$ cat config.mk
export PLATFORM = sky130hd
export DESIGN_NAME = lmsn_mac
export DESIGN_NICKNAME = d
export VERILOG_FILES = /design/src/hdl/lmsn_pkg.sv /design/src/hdl/lmsn_mac.sv
export SDC_FILE = /design/constraint.sdc
export NUM_CORES = 2
export LEC_CHECK = 0
export CAP_MARGIN = 25
export CORE_ASPECT_RATIO = 0.7
export CORE_MARGIN = 3
export CORE_UTILIZATION = 40
export CTS_BUF_LIST = sky130_fd_sc_hd__clkbuf_8
export DETAILED_ROUTE_END_ITERATION = 8
export DONT_BUFFER_PORTS = 1
export PLACE_DENSITY_LB_ADDON = 0.12
export SYNTH_ARGS = -nofsm -noshare
export SYNTH_HDL_FRONTEND = slang
export SYNTH_SLANG_ARGS = --single-unit
$ cat constraint.sdc
create_clock -name clock -period 18.47 [get_ports clock]
set_input_delay 3.694 -clock clock [delete_from_list [all_inputs] [get_ports clock]]
set_output_delay 3.694 -clock clock [all_outputs]
set_load 0.02 [all_outputs]
$ cat src/hdl/lmsn_pkg.sv
// ---------------------------------------------------------------------------
// lmsn_pkg
// Shared types and constants of the adaptive multi-tone notch unit: operation
// and register codes, fixed-point widths, memory entry layouts, sequencer
// states and the control word of the shared multiply-accumulate unit.
// ---------------------------------------------------------------------------
package lmsn_pkg;

   // operation codes carried on req_tuser
   localparam logic [1:0] OP_SAMPLE = 2'd0;
   localparam logic [1:0] OP_LOAD   = 2'd1;
   localparam logic [1:0] OP_CLEAR  = 2'd2;

   // configuration register indexes
   localparam logic REG_AMPLITUDE = 1'b0;
   localparam logic REG_TONES     = 1'b1;

   localparam int AMP_W    = 15;
   localparam int TIU_W    = 4;
   localparam int OP_W     = 2;
   localparam int CH_W     = 3;
   localparam int TI_W     = 3;
   localparam int OSC_W    = 32;
   localparam int STEP_W   = 16;
   localparam int WGT_W    = 48;
   localparam int E_W      = 58;   // unclipped error, Q34.24
   localparam int EX_W     = 60;   // error times reference, Q36.24
   localparam int DELTA_W  = 61;
   localparam int LO_W     = 24;   // low part of a split operand
   localparam int MUL_A_W  = 37;
   localparam int MUL_B_W  = 33;
   localparam int PROD_W   = MUL_A_W + MUL_B_W;
   localparam int ACC_W    = 92;
   localparam int ROT_W    = 35;

   localparam logic [AMP_W-1:0] AMP_RESET = 15'd16384;

   typedef struct packed {
      logic [STEP_W-1:0]       step;
      logic signed [OSC_W-1:0] rot_sin;
      logic signed [OSC_W-1:0] rot_cos;
      logic signed [OSC_W-1:0] osc_sin;
      logic signed [OSC_W-1:0] osc_cos;
   } tone_type;

   typedef struct packed {
      logic signed [WGT_W-1:0] w_sin;
      logic signed [WGT_W-1:0] w_cos;
   } weight_type;

   // multiply-accumulate control: hi shifts the product up by LO_W
   typedef struct packed {
      logic en;
      logic clr;
      logic sub;
      logic hi;
   } mac_ctl_type;

   typedef enum logic [5:0] {
      ST_CLEAR,
      ST_IDLE,
      ST_LOAD,
      ST_PRED_RD,
      ST_PC_LO,
      ST_PC_HI,
      ST_PC_WAIT,
      ST_PS_LO,
      ST_PS_HI,
      ST_PS_WAIT,
      ST_PRED_NEXT,
      ST_UPD_RD,
      ST_UC_LO,
      ST_UC_HI,
      ST_UC_WAIT,
      ST_DC_LO,
      ST_DC_HI,
      ST_DC_WAIT,
      ST_US_LO,
      ST_US_HI,
      ST_US_WAIT,
      ST_DS_LO,
      ST_DS_HI,
      ST_DS_WAIT,
      ST_UPD_WR,
      ST_FINISH,
      ST_DONE,
      ST_ROT_RD,
      ST_RA_1,
      ST_RA_2,
      ST_RB_1,
      ST_RB_2,
      ST_ROT_WAIT,
      ST_ROT_WR
   } state_type;

endpackage

$ cat src/hdl/lmsn_mac.sv
// ---------------------------------------------------------------------------
// lmsn_mac
// Shared signed multiplier with a registered product, followed by a wide
// accumulator. Split operands are combined by adding the high partial
// product shifted up by the low part width.
// ---------------------------------------------------------------------------
module lmsn_mac (
   input  logic                                  clock,
   input  logic                                  reset,
   input  lmsn_pkg::mac_ctl_type                 ctl,
   input  logic signed [lmsn_pkg::MUL_A_W-1:0]   mul_a,
   input  logic signed [lmsn_pkg::MUL_B_W-1:0]   mul_b,
   output logic signed [lmsn_pkg::ACC_W-1:0]     acc
);

   logic signed [lmsn_pkg::PROD_W-1:0] prod_ff;
   logic signed [lmsn_pkg::PROD_W-1:0] prod_in;
   lmsn_pkg::mac_ctl_type              ctl_ff;
   logic signed [lmsn_pkg::ACC_W-1:0]  acc_ff;
   logic signed [lmsn_pkg::ACC_W-1:0]  acc_in;
   logic signed [lmsn_pkg::ACC_W-1:0]  addend;
   logic signed [lmsn_pkg::ACC_W-1:0]  base;

   assign prod_in = mul_a * mul_b;

   always_comb begin
      addend = lmsn_pkg::ACC_W'(prod_ff);
      if (ctl_ff.hi) begin
         addend = addend <<< lmsn_pkg::LO_W;
      end
      base = ctl_ff.clr ? '0 : acc_ff;
      if (!ctl_ff.en) begin
         acc_in = acc_ff;
      end else if (ctl_ff.sub) begin
         acc_in = base - addend;
      end else begin
         acc_in = base + addend;
      end
   end

   always_ff @(posedge clock) begin
      if (reset) begin
         ctl_ff <= '0;
      end else begin
         ctl_ff <= ctl;
      end
      prod_ff <= prod_in;
      acc_ff  <= acc_in;
   end

   assign acc = acc_ff;

endmodule

==> impl_results.md <==
* H-Tree Depth at 4
* CTS-repair resized insts at 0
* Die area at 146000 µm²
* Final Hold Vio Count at 0
* CTS Hold Bufs at 0
* IO buf count at 0
* Num ports at 168
* Setup Viol. Count Final at 0
* Drt pass-1 iters at 6
* Largest net degree at the start of global routing at 84
* Setup TNS Final at 0 ns
* Setup bufs post-CTS at 0
* Slew Limit Fails at 0
* Hold_ws at 0.795 ns
* Area of the multi-input gates at 46300 µm²
* Asr flop ratio synth at 0
* Syn avg cell area at 9.02 µm²
* Post-synth EDFFs at 92
* DP HPWL at 140000 µm
* Startpoint types: input pin
* Worst-margin pin slew at 0.963 ns
* Worst hold path type: reg2reg
* Fin worst setup slack at 7.31 ns
* Slew HR at 0.353
* Worst Path Required at 18.90 ns
* RSZ-0062 raised after global routing: false
* Clock network latency to the later pin of the worst-skew pair at 0.59 ns
* Most frequent CP cell: fa_1
* Max cap viols at 0
* CTS Buf Count at 25
* Post-synth cell types at 104
* First-pass GRT wire length at 281000 µm
* Seq/Total Area, Yosys at 0.0750
* Fmax at 0.0896 GHz
* Setup Skew at 0.0450 ns
* Cells along the critical path: nand2_1 > inv_1 > fa_1 > inv_1 > fa_1 > inv_1 > fa_1 > inv_1 > fa_1 > fa_1 > fa_1 > fa_1 > fa_1 > inv_1 > ha_1 > a21oi_1 > o211ai_1 > a221o_1 > a21o_1 > a31oi_1 > o21ai_0 > a21oi_1 > o21ai_0 > xor2_1
* Fin nets at 7634
* P&R area growth vs syn at 2.76%
* Met2 wire length at 76800 µm
* Outcome: completed
* Die width at 456 µm
* Cell taking the most area after synthesis: fa_1
* Starting Density at 0.406
* Final GP Congestion at 0.885
* First DRT Iteration DRCs at 3397
* CP max stage cell: fa_1
* Mean routed wirelength per cell at 23.0 µm
* Kind of cell adding the most delay to the critical path: adder cells
* CP arrival at 11.59 ns
* Syn nets at 7939
* Post-DR vias/cell at 5.29
* Share of cells above drive strength 1 at 0.0167
* Post-synth top cells: fa_1, inv_1, nand2_1, and2_1, ha_1
* Largest cells by area after synthesis: fa_1, inv_1, ha_1
* Total grt overflow at 0
* Vias in the first global route at 44900
* Pre-CTS WS at 6.79 ns
* DRC errors left at 0
* Sequential cell area at 4250 µm²
* CTS tree: yes
* Worst path max stage delay at 0.99 ns
* WP buf/inv at 5
* Clock Sinks at 166
* Buffer depth of the longest clock path at 3
* Setup crit end kind: flop
* Critical path peak fanout at 33
* Metal1 wirelength at 85400 µm
* Period utilization at 0.604
* Metal3 WL at 15000 µm
* Root buffer cell: clkbuf_8
* Chip height at 321 µm
* Initial antenna violation count at 10
* Synth Flop Type: edfxtp_1
* Yosys reg bits at 166
* Fillers at 13900
* GRT Total Usage at 0.253
* Count leader, synth: fa_1
* WL final at 180000 µm
* Top Metal Used: met5
* Via Count at 41500
* CP Class: in2reg
* Row cnt at 114
* Synth Warn # at 0
* Reg clk slew, reported paths at 0.10 ns
* Post-route ant nets at 0
* Core Footprint at 139000 µm²
* Cells after synthesis at 6276
* Synth top area share at 0.449
* Post-Syn Area at 56600 µm²
* Fin crit period at 11.16 ns
[metrics by stage]
stage	util	std cells	instance area [µm²]
2_1_floorplan	-	6276	56600
3_3_place_gp	0.414	7800	57700
5_1_grt	0.417	7835	58200
3_5_place_dp	0.414	7800	57700
6_report	0.418	7842	58200
4_1_cts	0.417	7833	58200
[kinds of logic (layout without fill, tap and decap cells)]
group                      after synthesis  count (layout)  share of synthesized area
AOI/OAI and AO/OA                      701             701                     0.0803
xor gates and xnor gates               248             248                     0.0384
adders and majority gates             1587            1587                      0.519
buffers and inverters                 1595            1296                      0.107
DFF                                    166             166                     0.0750
muxes                                   35              35                    0.00632
other                                    0               9                          0
and+or+nand+nor                       1944            1944                      0.174
[final timing paths]
kind | slack [ns] | start | to | cells past startpoint
worst max-delay path | 7.31 | mul_a[36] | prod_ff[68] | 24
worst min-delay path | 0.79 | ctl_ff[3] | acc[53] | 0
worst max register to register | 11.38 | ctl_ff[0] | acc[77] | 20
worst min register to register | 0.79 | ctl_ff[3] | acc[53] | 0
[cell type report]
type	instances	share of cell area
antenna	9	0.000387
clock buffer	26	0.00615
clock inverter	7	0.00194
inverter	1250	0.0806
multi-input combinational	4515	0.796
sequential	166	0.0731
tap	1856	0.0399
timing repair buffer	13	0.00168
[routing by layer]
metal	global-route usage	vias to the layer above
met5	0.00321	-
met2	0.381	1353
met1	0.376	21500
met4	0.0367	14
met3	0.0617	154
li1	-	18500
[placed cells by master, fill, tap and decap left out, types with 15 or more instances in the layout]
cell type	n
a21o_1	102
a21oi_1	254
a31oi_1	32
and2_1	589
and3_1	25
clkbuf_8	26
dfxtp_1	70
edfxtp_1	92
fa_1	1270
ha_1	317
inv_1	1251
mux2i_1	31
nand2_1	748
nand2b_1	40
nand3_1	35
nand4_1	47
nor2_1	184
nor2b_1	122
nor3_1	71
nor4_1	15
o211ai_1	16
o21a_1	24
o21ai_0	111
o21bai_1	40
xnor2_1	129
xor2_1	119
[registers in the layout, indices dropped and copies added (netlist names)]
register / count
acc: 92
ctl_ff: 4
prod_ff: 70
Power is not shown: default switching activity piles up to over one toggle a cycle in this logic, so the estimate is an artifact.
