[src/hdl/lmsn_ram.sv]
// ---------------------------------------------------------------------------
// lmsn_ram
// Generic simple dual-port RAM: one write port, one read port, registered
// read data.
// ---------------------------------------------------------------------------
module lmsn_ram #(
   parameter int WIDTH  = 8,
   parameter int DEPTH  = 16,
   parameter int ADDR_W = (DEPTH > 1) ? $clog2(DEPTH) : 1
) (
   input  logic              clock,
   input  logic              wr_en,
   input  logic [ADDR_W-1:0] wr_addr,
   input  logic [WIDTH-1:0]  wr_data,
   input  logic [ADDR_W-1:0] rd_addr,
   output logic [WIDTH-1:0]  rd_data
);

   logic [WIDTH-1:0] mem [DEPTH];
   logic [WIDTH-1:0] rd_data_ff;

   always_ff @(posedge clock) begin
      if (wr_en) begin
         mem[wr_addr] <= wr_data;
      end
      rd_data_ff <= mem[rd_addr];
   end

   assign rd_data = rd_data_ff;

endmodule

[config.mk]
export PLATFORM = sky130hd
export DESIGN_NAME = lmsn_ram
export DESIGN_NICKNAME = d
export VERILOG_FILES = /design/src/hdl/lmsn_ram.sv
export SDC_FILE = /design/constraint.sdc
export NUM_CORES = 1
export LEC_CHECK = 0
export BUFFER_PORTS_ARGS = -buffer_cell sky130_fd_sc_hd__buf_4
export CORE_AREA = 2 2 112 114
export DETAILED_ROUTE_END_ITERATION = 7
export DIE_AREA = 0 0 114 116
export PLACE_DENSITY = 0.69
export SLEW_MARGIN = 40
export SYNTH_ARGS = -nofsm -noshare
export SYNTH_HDL_FRONTEND = slang
export SYNTH_SLANG_ARGS = --single-unit
export TNS_END_PERCENT = 20
[constraint.sdc]
create_clock -name clock -period 2.07 [get_ports clock]
set_clock_uncertainty 0.1 [all_clocks]
set_input_delay 0 -clock clock [delete_from_list [all_inputs] [get_ports clock]]
set_output_delay 0 -clock clock [all_outputs]
set_load 0.02 [all_outputs]
==> results.cfg, run 1 <==
[status]
status = finished, final reports clean

[clocking]
clock-sinks = 136
path_clk_slew_ps = 60
cts_made_buffers = 17
cts_root_buf = clkbuf_16
post_cts.repair.setup_buffers = 0
clock_latency_ps = 410
cts.path.max_buffers = 2
h-tree-depth = 4
cts_tree = built

[setup_path]
critical_path_required_ps = 2260
crit_fanout = 1
worstSetupEndpointType = flip-flop
arrival_ps = 1710
setup.worst_path.start_class = flip-flop
timing.reg2reg.setup_slack_ps = 550
crit_type = flip-flop to flip-flop

[finish]
syn2layout_area_growth_pct = 21.2
drive_gt1_share_pct = 30.8
layout_commonest_cell = edfxtp_1
finalNetCount = 310
fin_cells = 452
diodes = 0
multi_input_area_um2 = 1060
mostFrequentLayoutCells = edfxtp_1, buf_4, mux4_2, clkbuf_16, a22oi_1
fillCellCount = 923
ff_latch_area_um2 = 4000
fin_area_um2 = 6240

[detailed_routing]
first_pass_iters = 4
wl_per_cell_um = 21.4
drt_iter0_drc = 154
vias = 2440
via_per_inst = 5.40
drc = 0
drt.antenna.violating_nets = 0
wl_um = 9660

[run]
cap_violations = 0

[place]
dp_hpwl_um = 6160
dp.cells = 411
gp_congestion = 0.748
port_buffers = 25
place_area_um2 = 5600

[grt]
grt_pass1_wl_um = 14900
grt_max_degree = 33
grt-ovfl-total = 0
first_global_vias = 2617
antenna_found_initial = 0
track_usage_pct = 16.0

[power_and_ir_drop]
p_per_area_nw_per_um2 = 992
combPwrFrac_pct = 5.4
p_sw_share_pct = 21.2
clkPwrFrac_pct = 44.6
p_total_mw = 6.19
ir_drop_v = 0.000498
p_int_mw = 4.88
switching_power_mw = 1.31
seqPwrFrac_pct = 50.0
leakagePower_nw = 2.11

[floorplan]
fp.dieH_um = 116
dieWidth_um = 114
io_pins = 26
std_cell_rows = 40
dieArea_um2 = 13200
start_util_pct = 43.2
fp.coreArea_um2 = 11900

[synth]
synthCells = 229
yosys_register_bits = 136
syn_avg_cell_area_um2 = 22.5
synth_cell_types = 19
synth.net_count = 247
synth_area_um2 = 5150
yosysSeqAreaShare_pct = 77.8
ys_warn_count = 0

[timing]
slew_violations = 0
finalHoldViolCount = 0
period_needed_ps = 1520
slew_headroom_pct = 51.1
rsz0062_at_grt = no
setup_tns_ps = 0
setup_viol = 0
max_freq_mhz = 658
worstMarginPinSlew_ps = 730
fin_crit_sh_pct = 73.4

[worst_hold_path]
worstHoldPathType = input port to flip-flop
==> power groups by stage <==
stage	Clock [mW]	Combinational, mW	Sequential, mW
3_5_place_dp	0	0.321	3.15
5_1_grt	2.93	0.361	3.10
4_1_cts	2.80	0.336	3.10
6_report	2.76	0.332	3.09
3_3_place_gp	0	0.316	3.15
2_1_floorplan	0	0.156	3.17
==> what timing repair did <==
action | in CTS | in global routing
hold buffers | 9 | 0
endpoints found under the hold margin | 131 | 0
endpoints found under the setup margin | 0 | 0
gates resized for setup | 0 | 0
==> per-layer routing <==
metal / wire length [µm] / vias to the layer above / global-route usage [%] / part of all wire [%]
met3: 538 / 16 / 4.65 / 5.6
li1: - / 1101 / - / -
met4: 156 / 0 / 6.26 / 1.6
met1: 4210 / 1249 / 21.1 / 44
met2: 4760 / 74 / 25.5 / 49
met5: 0 / - / 0 / 0
==> cells in the mapped netlist, drive strengths merged <==
master | count | area share (%)
a22oi | 16 | 2.3
nor2 | 13 | 0.95
buf | 7 | 1.1
and2b | 1 | 0.15
clkdlybuf4s25 | 3 | 0.58
nor3 | 4 | 0.39
nand2 | 9 | 0.66
and2 | 1 | 0.12
nand2b | 2 | 0.24
dfxtp | 8 | 3.1
mux4 | 32 | 15
nand3b | 2 | 0.29
nand3 | 1 | 0.097
or3b | 1 | 0.17
nor2b | 1 | 0.12
edfxtp | 128 | 75
==> registers in the layout, summed over array words and instances (netlist names) <==
name     flops
rd_data      8
mem        128
==> critical path, stage by stage, from the launching register on <==
cell and delay [ps]:
edfxtp_1 370, mux4_1 530, a22oi_1 310, nand2_1 90
==> path summary, 6_finish.rpt <==
| kind | from | depth (start not counted) | endpoint |
|---|---|---|---|
| setup reg to reg | mem[4][3]$_DFFE_PP_ | 3 | rd_data[3]$_DFF_P_ |
| hold reg to reg | mem[15][5]$_DFFE_PP_ | 3 | rd_data[5]$_DFF_P_ |
| hold / removal | wr_addr[3] | 3 | mem[2][4]$_DFFE_PP_ |
| setup / recovery | mem[4][3]$_DFFE_PP_ | 3 | rd_data[3]$_DFF_P_ |
==> cell type report <==
type	count	area share (%)
repair buffers	54	7.06
flip-flops and latches	136	64.2
clock inverters	15	2.09
multi-input cells	83	16.9
clock buffers	17	6.82
well taps	147	2.95
==> per-stage QoR <==
stage / worst slack [ps] / util (%) / hold WS, ps
after floorplan: 477 / - / -1.13
after global placement: 424 / 47.0 / 204
after detailed placement: 399 / 47.0 / 218
after CTS: 559 / 52.4 / 4.54
after global routing: 502 / 52.4 / 15.5
final: 551 / 52.4 / 21.5
==> kinds of logic after synthesis <==
group | after synthesis | share of synthesized area, %
buffers and inverters | 10 | 1.68
AOI/OAI and AO/OA | 16 | 2.33
and+or+nand+nor | 35 | 3.18
DFF | 136 | 77.8
muxes | 32 | 15.0
No activity file was read; power rests on OpenSTA's default activity.
==> inputs of run 2 (changes only) <==
==> constraint.sdc (replaced) <==
create_clock -name clock -period 1.4 [get_ports clock]
set_clock_uncertainty 0.1 [all_clocks]
set_input_delay 0 -clock clock [delete_from_list [all_inputs] [get_ports clock]]
set_output_delay 0 -clock clock [all_outputs]
set_load 0.02 [all_outputs]
==> results.cfg, run 2 (synthesis results as in run 1) <==
[status]
status = complete, but fails checks
violations = setup timing

[finish]
finalNetCount = 320
multi_input_area_um2 = 1080
fin_area_um2 = 6370
fillCellCount = 917
mostFrequentLayoutCells = edfxtp_1, buf_4, mux4_2, clkbuf_16, nor2_1
final_util_pct = 53.5
syn2layout_area_growth_pct = 23.8
diodes = 0
layout_commonest_cell = edfxtp_1
drive_gt1_share_pct = 36.3
ff_latch_area_um2 = 4000
regMostFlops = mem
largest_register_ffs = 128

[floorplan]
dieWidth_um = 114
start_util_pct = 43.2
fp.coreArea_um2 = 11900
fp.dieH_um = 116
dieArea_um2 = 13200
std_cell_rows = 40
io_pins = 26

[power_and_ir_drop]
p_per_area_nw_per_um2 = 1460
p_int_mw = 7.40
ir_drop_v = 0.000655
p_sw_share_pct = 20.5
combPwrFrac_pct = 5.8
switching_power_mw = 1.91
p_total_mw = 9.31
clkPwrFrac_pct = 45.0
seqPwrFrac_pct = 49.2
leakagePower_nw = 2.17

[detailed_routing]
vias = 2534
wl_per_cell_um = 21.9
wl_um = 10100
drt.antenna.violating_nets = 0
drc = 0
drt_iter0_drc = 270
via_per_inst = 5.50
first_pass_iters = 5

[setup_path]
setup.worst_path.start = mem[11][4]$_DFFE_PP_
arrival_ps = 1590
worstSetupEndpointType = flip-flop
crit_chain = mux4_2, a22oi_2, nand2_1
slowest_stage = mux4_2
regToRegStartpoint = mem[11][4]$_DFFE_PP_
crit_fanout = 1
critical_path_required_ps = 1590
crit_type = flip-flop to flip-flop
cpPeakStageDelay_ps = 510
setup.worst_path.start_class = flip-flop
crit_buf_inv = 0
crit_family = multiplexers

[grt]
grt_pass1_wl_um = 15600
grt_max_degree = 18
track_usage_pct = 16.8
grt-ovfl-total = 0
antenna_found_initial = 0
first_global_vias = 2615

[timing]
setup_viol = 1
slew_violations = 0
worstMarginPinSlew_ps = 853
slew_headroom_pct = 43.0
fin_crit_sh_pct = 100
finalHoldViolCount = 0
max_freq_mhz = 713
setup_tns_ps = -2.42
rsz0062_at_grt = yes
layout_setup_ws_ps = -2.42
period_needed_ps = 1400

[clocking]
cts_root_buf = clkbuf_16
cts_made_buffers = 17
clock-sinks = 136
path_clk_slew_ps = 60
cts.path.max_buffers = 2
clock_latency_ps = 410
h-tree-depth = 4
cts_tree = built

[place]
dp_hpwl_um = 6440
place_area_um2 = 5690
pre_cts_ws_ps = -86.9
port_buffers = 25
gp_congestion = 0.720

[worst_hold_path]
holdCritStartpoint = rd_addr[3]
worstHoldPathType = input port to flip-flop

[run]
cap_violations = 0
run 2: final timing paths:
path	to	cells after the start	slack, ps
worst max-delay path	rd_data[4]$_DFF_P_	3	-2
worst min-delay path	rd_data[1]$_DFF_P_	4	2
worst max register to register	rd_data[4]$_DFF_P_	3	-2
worst min register to register	rd_data[2]$_DFF_P_	3	570
run 2: power groups by stage:
| stage | sequential (mW) | clock [mW] | combinational [mW] |
|---|---|---|---|
| floorplan | 4.69 | 0 | 0.231 |
| global placement | 4.66 | 0 | 0.489 |
| detailed placement | 4.67 | 0 | 0.501 |
| CTS | 4.58 | 4.23 | 0.540 |
| global route | 4.59 | 4.40 | 0.581 |
| finish | 4.58 | 4.19 | 0.538 |
run 2: worst reg2reg max path, stage by stage, from the launching register on:
cell and delay [ps]:
edfxtp_1 370, mux4_2 510, a22oi_2 230, nand2_1 80
run 2: cell type report:
type                    instances  share of cell area [%]
clock buffers                  18                    6.74
clock inverters                13                    2.08
multi-input cells              83                    16.9
flip-flops and latches        136                    62.8
well taps                     147                    2.89
repair buffers                 64                    8.56
run 2: per-stage QoR:
stage / hold WS (ps) / instances
3_5_place_dp: 218 / 419
2_1_floorplan: -1.13 / 229
3_3_place_gp: 201 / 419
5_1_grt: 32.7 / 461
6_report: 2.35 / 461
4_1_cts: 77.9 / 461
run 2: what timing repair did:
item / in CTS / in global routing
pin swaps: 1 / 3
setup buffers: 0 / 0
hold endpoints to repair: 137 / 0
resized for setup: 7 / 4
hold buffers: 11 / 0
setup endpoints to repair: 5 / 7
run 2: metal layers:
layer / up-vias / wire length, µm / GRT usage [%]
met4: 0 / 85 / 5.12
met1: 1307 / 4270 / 23.2
met2: 106 / 5000 / 26.3
li1: 1114 / - / -
met5: - / 0 / 0
met3: 7 / 755 / 4.60
==> inputs of run 3 (changes only) <==
--- a/config.mk
+++ b/config.mk
@@ -10,6 +10,7 @@
 export DETAILED_ROUTE_END_ITERATION = 7
 export DIE_AREA = 0 0 114 116
 export PLACE_DENSITY = 0.69
+export RECOVER_POWER = 25
 export SLEW_MARGIN = 40
 export SYNTH_ARGS = -nofsm -noshare
 export SYNTH_HDL_FRONTEND = slang
==> results.cfg, run 3 (synthesis results as in run 1) <==
[detailed_routing]
drt_iter0_drc = 270
drc = 0
via_per_inst = 5.50
vias = 2535
first_pass_iters = 5
drt.antenna.violating_nets = 0
wl_per_cell_um = 21.9
wl_um = 10100

[worst_hold_path]
worstHoldPathType = input port to flip-flop
min_delay_path_depth = 4

[power_and_ir_drop]
p_per_area_nw_per_um2 = 1470
ir_drop_v = 0.000655
seqPwrFrac_pct = 49.2
p_sw_share_pct = 20.6
combPwrFrac_pct = 5.7
p_int_mw = 7.39
switching_power_mw = 1.91
leakagePower_nw = 2.15
clkPwrFrac_pct = 45.1

[floorplan]
fp.coreArea_um2 = 11900
start_util_pct = 43.2
std_cell_rows = 40
fp.dieH_um = 116
dieWidth_um = 114
io_pins = 26
dieArea_um2 = 13200

[finish]
diodes = 0
final_util_pct = 53.3
finalNetCount = 320
layout_commonest_cell = edfxtp_1
drive_gt1_share_pct = 34.4
regMostFlops = mem
mostFrequentLayoutCells = edfxtp_1, buf_4, mux4_2, clkbuf_16, nor2_1
largest_register_ffs = 128
syn2layout_area_growth_pct = 23.3

[grt]
antenna_found_initial = 0
grt_pass1_wl_um = 15600
grt_max_degree = 18
grt-ovfl-total = 0
first_global_vias = 2615
track_usage_pct = 16.8

[setup_path]
setup.worst_path.start_class = flip-flop
worstSetupEndpointType = flip-flop
arrival_ps = 1590
r2r_cells = 3
crit_fanout = 1
crit_buf_inv = 0
critical_path_required_ps = 1590
crit_chain = mux4_2, a22oi_2, nand2_1
cpPeakStageDelay_ps = 510
crit_type = flip-flop to flip-flop
slowest_stage = mux4_2
cp.depth = 3
crit_family = multiplexers

[clocking]
cts_tree = built
clock-sinks = 136
cts.path.max_buffers = 2
path_clk_slew_ps = 60
cts_made_buffers = 17
clock_latency_ps = 410
cts_root_buf = clkbuf_16
h-tree-depth = 4
post_cts.repair.setup_buffers = 0

[timing]
layout_setup_ws_ps = -1.68
setup_tns_ps = -1.68
fin_crit_sh_pct = 100
setup_viol = 1
period_needed_ps = 1400
max_freq_mhz = 713
slew_headroom_pct = 43.2
finalHoldViolCount = 0
slew_violations = 0
worstMarginPinSlew_ps = 850
rsz0062_at_grt = yes

[status]
status = complete, but fails checks
violations = setup timing

[place]
gp_congestion = 0.720
dp_hpwl_um = 6440
port_buffers = 25

[run]
cap_violations = 0
run 3: path summary, 6_finish.rpt:
| check | startpoint | endpoint | slack [ps] |
|---|---|---|---|
| max | mem[11][4]$_DFFE_PP_ | rd_data[4]$_DFF_P_ | -2 |
| min | rd_addr[3] | rd_data[1]$_DFF_P_ | 2 |
| max reg2reg | mem[11][4]$_DFFE_PP_ | rd_data[4]$_DFF_P_ | -2 |
| min reg2reg | mem[8][2]$_DFFE_PP_ | rd_data[2]$_DFF_P_ | 570 |
run 3: cell type report:
cell class / count / area (µm²)
Timing Repair Buffer: 64 / 523
Fill cell: 922 / 5560
Multi-Input combinational cell: 83 / 1080
Clock buffer: 18 / 429
Clock inverter: 13 / 133
Sequential cell: 136 / 4000
Tap cell: 147 / 184
run 3: layer usage:
layer	vias to the layer above	part of all wire [%]	global-route usage, %
li1	1114	-	-
met1	1315	42	23.2
met2	100	50	26.3
met3	6	7.0	4.60
met4	0	0.82	5.12
met5	-	0	0
run 3: stage by stage:
| step | hold WS [ps] | power, mW | cell area, µm² | worst slack (ps) | cells |
|---|---|---|---|---|---|
| finish | 2.16 | 9.31 | 6350 | -1.68 | 461 |
| global route | 32.7 | 9.57 | 6350 | -57.0 | 461 |
| CTS | 77.9 | 9.35 | 6370 | -16.5 | 461 |
| detailed placement | 218 | 5.17 | 5690 | -86.9 | 419 |
| global placement | 201 | 5.15 | 5690 | -101 | 419 |
| floorplan | -1.13 | 4.92 | 5150 | 33.9 | 229 |
run 3: power by group through the flow:
stage | logic, mW | registers [mW] | clock network [mW]
after floorplan | 0.231 | 4.69 | 0
after global placement | 0.489 | 4.66 | 0
after detailed placement | 0.501 | 4.67 | 0
after CTS | 0.540 | 4.58 | 4.23
after global routing | 0.573 | 4.59 | 4.40
final | 0.530 | 4.58 | 4.19
run 3: what timing repair did:
action                                 4_1_cts  5_1_grt
hold buffers                                11        0
setup endpoints to repair                    5        7
pin swaps                                    1        3
endpoints found under the hold margin      137        0
gates resized for setup                      7        4
run 3: worst reg2reg max path, cell delays in order, from the launching register on:
cell,delay [ps]
edfxtp_1,370
mux4_2,510
a22oi_2,230
nand2_1,80
